File: config.mk
export PLATFORM = sky130hd
export DESIGN_NAME = motor_power_slew_limiter_flat
export DESIGN_NICKNAME = d
export VERILOG_FILES = /design/src/hdl/mpsl_pkg.sv /design/src/hdl/mpsl_in_if.sv /design/src/hdl/mpsl_out_if.sv /design/src/hdl/mpsl_cfg_regs.sv /design/src/hdl/mpsl_step.sv /design/src/hdl/motor_power_slew_limiter.sv /design/src/flat_wrapper.sv
export VERILOG_INCLUDE_DIRS = /design/src /design/src/hdl
export SDC_FILE = /design/constraint.sdc
export NUM_CORES = 1
export LEC_CHECK = 0
export ABC_AREA = 1
export BUFFER_PORTS_ARGS = -buffer_cell sky130_fd_sc_hd__buf_2
export CAP_MARGIN = 20
export CORE_ASPECT_RATIO = 1.75
export CORE_MARGIN = 2
export CORE_UTILIZATION = 60
export DETAILED_ROUTE_END_ITERATION = 8
export GPL_TIMING_DRIVEN = 0
export PLACE_DENSITY = 0.77
export RECOVER_POWER = 50
export SLEW_MARGIN = 10
export SYNTH_ARGS = -nofsm -noshare
export SYNTH_HDL_FRONTEND = slang
export SYNTH_SLANG_ARGS = --single-unit
File: constraint.sdc
create_clock -name i_clk -period 15.21 [get_ports i_clk]
set_input_delay 0.7605 -clock i_clk [delete_from_list [all_inputs] [get_ports i_clk]]
set_output_delay 0.7605 -clock i_clk [all_outputs]
set_load 0.05 [all_outputs]
File: src/hdl/motor_power_slew_limiter_assert.svh
// Assertion macros shared by the motor power slew limiter RTL.
// Included by modules that check their own control logic; no other dependencies.
`ifndef MOTOR_POWER_SLEW_LIMITER_ASSERT_SVH
`define MOTOR_POWER_SLEW_LIMITER_ASSERT_SVH

// Same-cycle implication, checked at every rising edge outside reset.
`define MPSL_ASSERT_SAME(label, clk, rst_n, ante, cons) \
    label: assert property (@(posedge clk) disable iff (!(rst_n)) (ante) |-> (cons)) \
        else $error("mpsl assertion failed: same-cycle implication");

// Next-cycle implication, checked at every rising edge outside reset.
`define MPSL_ASSERT_NEXT(label, clk, rst_n, ante, cons) \
    label: assert property (@(posedge clk) disable iff (!(rst_n)) (ante) |=> (cons)) \
        else $error("mpsl assertion failed: next-cycle implication");

`endif

File: src/hdl/mpsl_pkg.sv
// Package for the motor power slew limiter: item, state and config types,
// register indexes and fixed constants. No dependencies.
`timescale 1ns / 1ps

package mpsl_pkg;

    // Magnitude of a full-scale power command.
    localparam int FULL_SCALE = 32767;

    localparam int CFG_ADDR_W = 2;
    localparam int CFG_DATA_W = 15;

    // Configuration register indexes.
    localparam logic [CFG_ADDR_W-1:0] CFG_POWER_LIMIT  = 2'd0;
    localparam logic [CFG_ADDR_W-1:0] CFG_ACCEL_STEP   = 2'd1;
    localparam logic [CFG_ADDR_W-1:0] CFG_DECEL_STEP   = 2'd2;
    localparam logic [CFG_ADDR_W-1:0] CFG_CUR_THRESH   = 2'd3;

    // Register reset values.
    localparam logic [14:0] POWER_LIMIT_RST = 15'd32767;
    localparam logic [14:0] ACCEL_STEP_RST  = 15'd341;
    localparam logic [14:0] DECEL_STEP_RST  = 15'd68;
    localparam logic [11:0] CUR_THRESH_RST  = 12'd2048;

    // Request types.
    localparam logic REQ_TICK = 1'b0;
    localparam logic REQ_STOP = 1'b1;

    typedef struct packed {
        logic [14:0] power_limit;
        logic [14:0] accel_step;
        logic [14:0] decel_step;
        logic [11:0] current_threshold;
    } t_cfg;

    typedef struct packed {
        logic               req_type;
        logic               new_params;
        logic               brake_req;
        logic [11:0]        current_sample;
        logic signed [16:0] command_power;
    } t_in_item;

    typedef struct packed {
        logic signed [15:0] power_level;
        logic               stopped_flag;
        logic               brake_flag;
    } t_state;

    typedef struct packed {
        logic signed [15:0] power_out;
        logic               brake_on;
        logic               stopped;
        logic               over_current;
    } t_out_item;

endpackage

File: src/hdl/mpsl_in_if.sv
// Input channel of the motor power slew limiter: valid/ready plus one request word.
// Depends on nothing beyond the field widths of the block.
`timescale 1ns / 1ps

interface mpsl_in_if;
    logic               valid;
    logic               ready;
    logic               req_type;
    logic               new_params;
    logic               brake_req;
    logic [11:0]        current_sample;
    logic signed [16:0] command_power;

    modport source (
        output valid, req_type, new_params, brake_req, current_sample, command_power,
        input  ready
    );
    modport sink (
        input  valid, req_type, new_params, brake_req, current_sample, command_power,
        output ready
    );
endinterface

File: src/hdl/mpsl_out_if.sv
// Output channel of the motor power slew limiter: valid/ready plus one result word.
// Depends on nothing beyond the field widths of the block.
`timescale 1ns / 1ps

interface mpsl_out_if;
    logic               valid;
    logic               ready;
    logic signed [15:0] power_out;
    logic               brake_on;
    logic               stopped;
    logic               over_current;

    modport source (
        output valid, power_out, brake_on, stopped, over_current,
        input  ready
    );
    modport sink (
        input  valid, power_out, brake_on, stopped, over_current,
        output ready
    );
endinterface

File: src/hdl/mpsl_cfg_regs.sv
// Configuration register bank of the motor power slew limiter.
// Depends on mpsl_pkg for the register indexes, reset values and t_cfg.
`timescale 1ns / 1ps

module mpsl_cfg_regs
    import mpsl_pkg::*;
(
    input  logic                  i_clk,
    input  logic                  i_rst_n,
    input  logic                  i_cfg_we,
    input  logic [CFG_ADDR_W-1:0] i_cfg_addr,
    input  logic [CFG_DATA_W-1:0] i_cfg_data,
    output t_cfg                  o_cfg
);

    t_cfg r_cfg;
    t_cfg n_cfg;

    always_comb begin
        n_cfg = r_cfg;
        if (i_cfg_we) begin
            unique case (i_cfg_addr)
                CFG_POWER_LIMIT: n_cfg.power_limit       = i_cfg_data;
                CFG_ACCEL_STEP:  n_cfg.accel_step        = i_cfg_data;
                CFG_DECEL_STEP:  n_cfg.decel_step        = i_cfg_data;
                CFG_CUR_THRESH:  n_cfg.current_threshold = i_cfg_data[11:0];
                default:         n_cfg = r_cfg;
            endcase
        end
    end

    always_ff @(posedge i_clk) begin
        if (!i_rst_n) begin
            r_cfg.power_limit       <= POWER_LIMIT_RST;
            r_cfg.accel_step        <= ACCEL_STEP_RST;
            r_cfg.decel_step        <= DECEL_STEP_RST;
            r_cfg.current_threshold <= CUR_THRESH_RST;
        end else begin
            r_cfg <= n_cfg;
        end
    end

    assign o_cfg = r_cfg;

endmodule

File: src/hdl/mpsl_step.sv
// Combinational step of the motor power slew limiter: next state and result word
// for one request. Depends on mpsl_pkg for the item, state and config types.
`timescale 1ns / 1ps

module mpsl_step
    import mpsl_pkg::*;
(
    input  t_cfg      i_cfg,
    input  t_in_item  i_item,
    input  t_state    i_state,
    output t_state    o_state,
    output t_out_item o_result
);

    localparam logic signed [17:0] FS_POS = 18'(FULL_SCALE);
    localparam logic signed [17:0] FS_NEG = -18'(FULL_SCALE);

    logic               w_oc_hit;
    logic               w_in_range;
    logic signed [17:0] w_cmd;
    logic signed [17:0] w_power;
    logic signed [17:0] w_target;
    logic signed [17:0] w_up;
    logic signed [17:0] w_down;
    logic signed [17:0] w_lo;
    logic signed [17:0] w_hi;
    logic signed [17:0] w_max;
    logic signed [17:0] w_slewed;
    logic signed [17:0] w_clamped;
    logic               w_oc;
    t_state             w_next;

    assign w_cmd      = 18'(i_item.command_power);
    assign w_power    = 18'(i_state.power_level);
    assign w_in_range = (w_cmd <= FS_POS) && (w_cmd >= FS_NEG);
    assign w_oc_hit   = i_item.current_sample > i_cfg.current_threshold;
    assign w_target   = (i_item.brake_req || !w_in_range) ? 18'sd0 : w_cmd;

    // Acceleration applies away from zero, deceleration toward it.
    assign w_up   = (w_power >= 0) ? $signed({3'b000, i_cfg.accel_step})
                                   : $signed({3'b000, i_cfg.decel_step});
    assign w_down = (w_power >= 0) ? $signed({3'b000, i_cfg.decel_step})
                                   : $signed({3'b000, i_cfg.accel_step});
    assign w_lo   = w_power - w_down;
    assign w_hi   = w_power + w_up;
    assign w_max  = $signed({3'b000, i_cfg.power_limit});

    always_comb begin
        w_slewed = w_target;
        if (w_slewed < w_lo) begin
            w_slewed = w_lo;
        end
        if (w_slewed > w_hi) begin
            w_slewed = w_hi;
        end
        w_clamped = w_slewed;
        if (w_clamped < -w_max) begin
            w_clamped = -w_max;
        end
        if (w_clamped > w_max) begin
            w_clamped = w_max;
        end
    end

    always_comb begin
        w_next = i_state;
        w_oc   = 1'b0;
        priority if (i_item.req_type == REQ_STOP) begin
            w_next.stopped_flag = 1'b1;
            w_next.brake_flag   = 1'b0;
            w_next.power_level  = '0;
        end else if (i_state.stopped_flag) begin
            if (i_item.new_params) begin
                w_next.power_level  = '0;
                w_next.stopped_flag = 1'b0;
            end
        end else if (w_oc_hit) begin
            w_oc = 1'b1;
        end else begin
            w_next.brake_flag  = i_item.brake_req;
            w_next.power_level = w_clamped[15:0];
        end
    end

    assign o_state               = w_next;
    assign o_result.power_out    = w_next.power_level;
    assign o_result.brake_on     = w_next.brake_flag;
    assign o_result.stopped      = w_next.stopped_flag;
    assign o_result.over_current = w_oc;

endmodule

File: src/hdl/motor_power_slew_limiter.sv
// Top level of the motor power slew limiter: input register, step logic, result register.
// Depends on mpsl_pkg, mpsl_in_if, mpsl_out_if, mpsl_cfg_regs, mpsl_step and the assert macros.
`timescale 1ns / 1ps

// Usage notes.
// Each word on the input channel is one control tick or one stop request; every
// word produces exactly one result word on the output channel, in order. A result
// carries the applied drive power, the brake and stopped flags, and an over-current
// flag for that tick.
// An accepted word sits in the input register until the result register can take
// a new result; the step logic then computes the new power and flags and loads
// them into the result register. The step logic is one add/compare/clamp pass, so
// the block sustains one word per cycle while the receiver takes every result.
// When the receiver stalls, the result stays in the result register and one more
// word may still be taken into the input register; ready drops only when both
// registers are full and the result is not taken.
// Configuration registers are written through the plain write port; the user must
// write them only while the block is idle; the block does not enforce it. Reset
// (synchronous, active low) empties both registers, loads the register defaults and
// stops the block at zero power; a control tick with new parameters restarts it.

`include "motor_power_slew_limiter_assert.svh"

module motor_power_slew_limiter
    import mpsl_pkg::*;
(
    input  logic                  i_clk,
    input  logic                  i_rst_n,
    mpsl_in_if.sink               i_in,
    mpsl_out_if.source            o_out,
    input  logic                  i_cfg_we,
    input  logic [CFG_ADDR_W-1:0] i_cfg_addr,
    input  logic [CFG_DATA_W-1:0] i_cfg_data
);

    t_cfg      w_cfg;
    t_in_item  w_in_item;
    t_state    w_step_state;
    t_out_item w_step_result;
    logic      w_advance;
    logic      w_fire;

    // Input register, result register and the controller state.
    logic      r_in_valid;
    t_in_item  r_in_item;
    logic      r_out_valid;
    t_out_item r_out_item;
    t_state    r_state;
    t_state    n_state;

    mpsl_cfg_regs u_cfg_regs (
        .i_clk      (i_clk),
        .i_rst_n    (i_rst_n),
        .i_cfg_we   (i_cfg_we),
        .i_cfg_addr (i_cfg_addr),
        .i_cfg_data (i_cfg_data),
        .o_cfg      (w_cfg)
    );

    mpsl_step u_step (
        .i_cfg    (w_cfg),
        .i_item   (r_in_item),
        .i_state  (r_state),
        .o_state  (w_step_state),
        .o_result (w_step_result)
    );

    assign w_in_item.req_type       = i_in.req_type;
    assign w_in_item.new_params     = i_in.new_params;
    assign w_in_item.brake_req      = i_in.brake_req;
    assign w_in_item.current_sample = i_in.current_sample;
    assign w_in_item.command_power  = i_in.command_power;

    // The result register can take a new result when it is empty or being drained.
    assign w_advance = !r_out_valid || o_out.ready;
    assign w_fire    = r_in_valid && w_advance;
    assign i_in.ready = !r_in_valid || w_advance;
    assign n_state   = w_fire ? w_step_state : r_state;

    always_ff @(posedge i_clk) begin
        if (!i_rst_n) begin
            r_in_valid           <= 1'b0;
            r_out_valid          <= 1'b0;
            r_state.power_level  <= '0;
            r_state.stopped_flag <= 1'b1;
            r_state.brake_flag   <= 1'b0;
        end else begin
            r_state <= n_state;
            if (i_in.valid && i_in.ready) begin
                r_in_valid <= 1'b1;
            end else if (w_fire) begin
                r_in_valid <= 1'b0;
            end
            if (w_fire) begin
                r_out_valid <= 1'b1;
            end else if (o_out.ready) begin
                r_out_valid <= 1'b0;
            end
        end
    end

    // Payload registers need no reset.
    always_ff @(posedge i_clk) begin
        if (i_in.valid && i_in.ready) begin
            r_in_item <= w_in_item;
        end
        if (w_fire) begin
            r_out_item <= w_step_result;
        end
    end

    assign o_out.valid        = r_out_valid;
    assign o_out.power_out    = r_out_item.power_out;
    assign o_out.brake_on     = r_out_item.brake_on;
    assign o_out.stopped      = r_out_item.stopped;
    assign o_out.over_current = r_out_item.over_current;

    // The clamp to max power never lets the power reach the most negative code.
    `MPSL_ASSERT_SAME(a_power_not_min, i_clk, i_rst_n, o_out.valid, o_out.power_out != -16'sd32768)

    // A stopped block always reports zero power with brake and over-current clear.
    `MPSL_ASSERT_SAME(a_stopped_idle, i_clk, i_rst_n, o_out.valid && o_out.stopped, (o_out.power_out == 16'sd0) && !o_out.brake_on && !o_out.over_current)

    // An over-current tick leaves the power and the brake flag untouched.
    `MPSL_ASSERT_NEXT(a_oc_holds_state, i_clk, i_rst_n, w_fire && w_step_result.over_current, $stable(r_state.power_level) && $stable(r_state.brake_flag))

    // A word held in the input register is not lost while the result side stalls.
    `MPSL_ASSERT_NEXT(a_in_word_held, i_clk, i_rst_n, r_in_valid && !w_advance, r_in_valid && $stable(r_in_item))

endmodule

File: src/flat_wrapper.sv
// flat-port wrapper written by rule: the top's interface ports become plain ports
module motor_power_slew_limiter_flat import mpsl_pkg::*;
  (i_clk, i_rst_n, i_cfg_we, i_cfg_addr, i_cfg_data, i_in_valid, i_in_req_type, i_in_new_params, i_in_brake_req, i_in_current_sample, i_in_command_power, i_in_ready, o_out_valid, o_out_power_out, o_out_brake_on, o_out_stopped, o_out_over_current, o_out_ready);
  mpsl_in_if i_in_i ();
  mpsl_out_if o_out_i ();
  input  logic i_clk;
  input  logic i_rst_n;
  input  logic i_cfg_we;
  input  logic [CFG_ADDR_W-1:0] i_cfg_addr;
  input  logic [CFG_DATA_W-1:0] i_cfg_data;
  input wire logic [$bits(i_in_i.valid)-1:0] i_in_valid;
  input wire logic [$bits(i_in_i.req_type)-1:0] i_in_req_type;
  input wire logic [$bits(i_in_i.new_params)-1:0] i_in_new_params;
  input wire logic [$bits(i_in_i.brake_req)-1:0] i_in_brake_req;
  input wire logic [$bits(i_in_i.current_sample)-1:0] i_in_current_sample;
  input wire logic [$bits(i_in_i.command_power)-1:0] i_in_command_power;
  output wire logic [$bits(i_in_i.ready)-1:0] i_in_ready;
  output wire logic [$bits(o_out_i.valid)-1:0] o_out_valid;
  output wire logic [$bits(o_out_i.power_out)-1:0] o_out_power_out;
  output wire logic [$bits(o_out_i.brake_on)-1:0] o_out_brake_on;
  output wire logic [$bits(o_out_i.stopped)-1:0] o_out_stopped;
  output wire logic [$bits(o_out_i.over_current)-1:0] o_out_over_current;
  input wire logic [$bits(o_out_i.ready)-1:0] o_out_ready;
  assign i_in_i.valid = i_in_valid;
  assign i_in_i.req_type = i_in_req_type;
  assign i_in_i.new_params = i_in_new_params;
  assign i_in_i.brake_req = i_in_brake_req;
  assign i_in_i.current_sample = i_in_current_sample;
  assign i_in_i.command_power = i_in_command_power;
  assign i_in_ready = i_in_i.ready;
  assign o_out_valid = o_out_i.valid;
  assign o_out_power_out = o_out_i.power_out;
  assign o_out_brake_on = o_out_i.brake_on;
  assign o_out_stopped = o_out_i.stopped;
  assign o_out_over_current = o_out_i.over_current;
  assign o_out_i.ready = o_out_ready;
  motor_power_slew_limiter u_core (.i_clk(i_clk), .i_rst_n(i_rst_n), .i_in(i_in_i), .o_out(o_out_i), .i_cfg_we(i_cfg_we), .i_cfg_addr(i_cfg_addr), .i_cfg_data(i_cfg_data));
endmodule
==> metrics.cfg, run 1 <==
[outcome]
status=finished clean

[synth]
syn_area_per_cell_um2=7.48
synth_edf_count=51
ys_seq_area_share_pct=32.2
ys.warnings.count=0
async_reset_ff_share_pct=0
synth_area_mm2=0.00954
synth_cell_types=43
synthFlopType=dfxtp_1
syn_inst=1276
syn_nets=1438
ys_ff_latch=128

[clocking]
cts_hold_buf=0
cts_setup_buffers=0
clockRootBuffer=clkbuf_16
cts_resized=0
numCtsBuffers=17
cts.sinks=128
clock_latency_ps=420
cts.clk_slew.worst_paths_ps=60
clockBufferDepth=2
cts_tree=built
htreeDepth=4

[worst_setup_path]
cp.arrival_ps=12920
cp.required_ps=15380
start_kind=register
slowest_stage=clkbuf_1
crit_path_max_fanout=10
endpoint_kind=register
crit_top_cell=nand2_1
max_stage_delay_ps=540
worstSetupPathType=register to register

[routing]
viasPerCell=5.70
antenna_left=0
drc=0
num_vias=8959
drt-initial-drc-count=559
drt_first_pass_iters=5
wire_per_inst_um=16.9
routed_wl_mm=26.5

[sta]
setup_viol=0
finalCritPeriodShare_pct=83.9
maxSlewHeadroom_pct=12.1
slew_viol_final=0
clock.fmax_mhz=78.4
tightest_slew_ps=1320
fin_crit_ps=12760
hold_violations=0
fin_hold_ws_ps=468
setup_tns_ps=0
rsz0062_at_grt=no
fin_skew_ps=14.3

[grt]
antenna_found_initial=0
grt_pass1_vias=8710
grt_use_total_pct=31.9
grt_pass1_wl_mm=42.1
grt_overflow=0
grt_max_degree=33

[placed_design]
gp_congestion=0.954
hpwl_mm=20.9
port_buffers=74

[cells_and_area]
antennaDiodeCount=0
syn2layout_area_growth_pct=12.6
layout-drive-gt1-share_pct=14.3
nets=1532
post-route-util_pct=68.3
mostFrequentLayoutCell=nand2_1
final_cell_mix=nand2_1 (254), inv_1 (172), o21ai_0 (126)
nFillCells=1357

[floorplanning]
coreArea_mm2=0.0157
initial_core_util_pct=60.7
die_h_um=171
fp.dieW_um=99.3
io_pins=75
dieArea_mm2=0.0170
rows=61

[pwr]
peakVddDrop_uv=125
p_total_mw=1.72
leakage_nw=5.31
cellPowerDensity_mw_per_mm2=160

[min_path]
hold_class=register to register

[run]
drv_cap=0

[critical path, delay by kind of cell, from the launching register on]
family / cells / cell delay, ps
AO/OA/AOI/OAI: 26 / 4260
buffers and inverters: 13 / 2880
AND/OR/NAND/NOR: 30 / 3360
adder cells (fa/ha/maj): 6 / 1660
flip-flops: 1 / 300
[metal layers]
metal	GRT usage [%]	vias up	wire, um
li1	-	4441	-
met1	35.6	4115	10300
met2	57.6	310	13300
met3	3.31	93	1070
met4	19.4	0	1800
met5	0	-	0
[where the power goes]
group	total (mW)	switching [mW]	internal [mW]
Sequential	0.394	0.0154	0.378
Clock	0.409	0.157	0.251
Combinational	0.920	0.586	0.334
[per-stage QoR]
step                      instance area [um2]  cells  setup WS (ps)
after detailed placement                10200   1539           2970
after global placement                  10200   1539           3060
final                                   10700   1572           2450
after CTS                               10700   1571           2770
after floorplan                          9540   1276           5440
after global routing                    10700   1572           1350
[layout make-up]
type                    instances  area (um2)  area share, %
inverters                     175         657           6.11
clock inverters                12         135           1.26
plain buffers                  44         233           2.17
clock buffers                  20         458           4.26
repair buffers                 75         372           3.46
multi-input cells             929        5580           51.9
flip-flops and latches        128        3070           28.6
well taps                     189         236           2.20
[final timing paths]
check / from / endpoint / slack, ps / depth (start not counted)
worst max-delay path: u_core.r_state[17] / u_core.o_out.power_out[1] / 2450 / 75
worst min register to register: u_core.u_cfg_regs.o_cfg[5] / u_core.u_cfg_regs.o_cfg[5] / 470 / 2
worst max register to register: u_core.r_state[17] / u_core.o_out.power_out[1] / 2450 / 75
worst min-delay path: u_core.u_cfg_regs.o_cfg[5] / u_core.u_cfg_regs.o_cfg[5] / 470 / 2
[registers in the layout, summed over array words and instances (netlist names)]
signal / count
u_core.o_out.power_out: 16
u_core.o_out.brake_on: 1
u_core.r_in_valid: 1
u_core.r_state: 18
u_core.o_out.over_current: 1
u_core.o_out.stopped: 1
u_core.o_out.valid: 1
u_core.r_in_item: 32
u_core.u_cfg_regs.o_cfg: 57
[cell usage after synthesis, types with 5 or more instances]
master / number / share of area [%]
nand2_2: 33 / 2.2
edfxtp_1: 51 / 16
xnor2_1: 9 / 0.83
nand3_1: 56 / 2.9
buf_4: 5 / 0.39
nand2_4: 6 / 0.71
xor2_1: 28 / 2.6
a21oi_1: 85 / 4.5
ha_1: 106 / 14
nand2_1: 254 / 10
nor3_1: 9 / 0.47
nand4_1: 13 / 0.85
o21ai_0: 126 / 6.6
o211ai_1: 19 / 1.5
nand3_2: 24 / 2.5
inv_1: 172 / 6.8
o21ai_1: 5 / 0.26
nor2_1: 104 / 4.1
dfxtp_1: 77 / 16
o21ai_2: 14 / 1.3
o21bai_1: 9 / 0.71
clkbuf_1: 30 / 1.2
[cell families (layout without fill, tap and decap cells)]
| logic type | after synthesis | count (layout) | share of synthesized area [%] |
|---|---|---|---|
| buffers and inverters | 219 | 326 | 9.32 |
| and+or+nand+nor | 507 | 507 | 24.4 |
| AOI/OAI and AO/OA | 277 | 277 | 16.4 |
| xor gates and xnor gates | 37 | 37 | 3.40 |
| DFF | 128 | 128 | 32.2 |
| adders and majority gates | 108 | 108 | 14.3 |
(Power assumes the default switching activity.)
==> inputs of run 2 (changes only) <==
==> constraint.sdc (replaced) <==
create_clock -name i_clk -period 13 [get_ports i_clk]
set_input_delay 0.65 -clock i_clk [delete_from_list [all_inputs] [get_ports i_clk]]
set_output_delay 0.65 -clock i_clk [all_outputs]
set_load 0.05 [all_outputs]
==> run 2 against run 1 <==
Sequential share of layout area is essentially flat. Highest routed layer unchanged. Largest cell class unchanged. Design area is essentially flat. Total power grew 17%.
==> metrics.cfg, run 2 (synthesis results as in run 1) <==
[sta]
rsz0062_at_grt=no
hold_violations=0
clock.fmax_mhz=83.8
finalCritPeriodShare_pct=91.8
tightest_slew_ps=1300
fin_crit_ps=11930
maxSlewHeadroom_pct=13.6
setup_viol=0
setup_tns_ps=0
setup_slack_ps=1070
slew_viol_final=0
fin_skew_ps=15.7

[grt]
grt_max_degree=33
grt_pass1_vias=8710
grt_use_total_pct=31.9
antenna_found_initial=0
grt_pass1_wl_mm=42.1
grt_overflow=0

[pwr]
cellPowerDensity_mw_per_mm2=188
leakage_nw=5.33
peakVddDrop_uv=148
p_total_mw=2.02

[clocking]
clockBufferDepth=2
cts_hold_buf=0
cts_tree=built
htreeDepth=4
clockRootBuffer=clkbuf_16
cts.sinks=128
clock_latency_ps=420
cts.clk_slew.worst_paths_ps=60
numCtsBuffers=17

[floorplanning]
io_pins=75
initial_core_util_pct=60.7
coreArea_mm2=0.0157
rows=61
dieArea_mm2=0.0170
die_h_um=171
fp.dieW_um=99.3

[routing]
num_vias=8962
drt-initial-drc-count=524
drt_first_pass_iters=6
antenna_left=0
routed_wl_mm=26.6
viasPerCell=5.70
wire_per_inst_um=16.9
drc=0

[placed_design]
dpl_worst_slack_ps=761
hpwl_mm=20.9
gp_congestion=0.954
port_buffers=74

[cells_and_area]
largest_reg_flops=57
nets=1531
final_cell_mix=nand2_1 (254), inv_1 (172), o21ai_0 (125)
antennaDiodeCount=0
nFillCells=1359
syn2layout_area_growth_pct=12.7
layout-drive-gt1-share_pct=14.8
mostFrequentLayoutCell=nand2_1

[worst_setup_path]
start_kind=register
r2r-start=u_core.r_state[17]
crit_start=u_core.r_state[17]
endpoint_kind=register
cp.arrival_ps=12100
slowest_stage=o21ai_0
crit_top_cell=nand2_1
max_stage_delay_ps=470
crit_buf_inv=12
worstSetupPathType=register to register
cp.required_ps=13170
path_delay_family=compound AO/OA/AOI/OAI gates
crit_path_max_fanout=10

[min_path]
holdCritStartpoint=i_in_current_sample[10]
hold_class=input pin to register

[run]
drv_cap=0

[outcome]
status=finished clean

run 2: cell types whose count changed in the layout (fill, tap and decap cells not counted), sizes merged:
cell / change
clkbuf: -1
run 2: layout make-up:
cell class,count,area (um2),share of cell area [%]
multi-input combinational,929,5590,52.0
clock inverter,12,135,1.26
buffer,43,234,2.18
inverter,175,657,6.11
clock buffer,20,458,4.26
sequential,128,3070,28.6
timing repair buffer,75,372,3.46
tap,189,236,2.20
run 2: final timing paths:
| check | cells after the start | end | slack, ps |
|---|---|---|---|
| hold reg to reg | 2 | u_core.u_cfg_regs.o_cfg[5] | 470 |
| setup reg to reg | 75 | u_core.o_out.power_out[1] | 1070 |
| setup / recovery | 75 | u_core.o_out.power_out[1] | 1070 |
| hold / removal | 1 | u_core.r_in_item[27] | 400 |
run 2: stage by stage:
| stage | std cells | hold WS, ps | utilization [%] | cell area [um2] |
|---|---|---|---|---|
| floorplan | 1276 | 435 | - | 9540 |
| global placement | 1539 | 449 | 64.6 | 10200 |
| detailed placement | 1539 | 459 | 64.6 | 10200 |
| CTS | 1571 | 395 | 68.3 | 10700 |
| global route | 1571 | 394 | 68.4 | 10800 |
| finish | 1571 | 402 | 68.4 | 10800 |
run 2: where the power goes:
part / switching (mW) / leakage, nW / internal, mW / total (mW)
Sequential: 0.0190 / 1.13 / 0.443 / 0.462
Combinational: 0.688 / 3.91 / 0.392 / 1.08
Clock: 0.185 / 0.278 / 0.294 / 0.479
run 2: what timing repair did:
action,CTS,global route
setup buffers,0,0
setup endpoints to repair,0,30
gates resized for setup,0,11
run 2: routing by layer:
| layer | GRT usage, % | vias to the layer above | part of all wire, % |
|---|---|---|---|
| li1 | - | 4435 | - |
| met1 | 35.6 | 4151 | 39 |
| met4 | 19.4 | 0 | 6.9 |
| met3 | 3.31 | 94 | 4.4 |
| met2 | 57.6 | 282 | 50 |
| met5 | 0 | - | 0 |
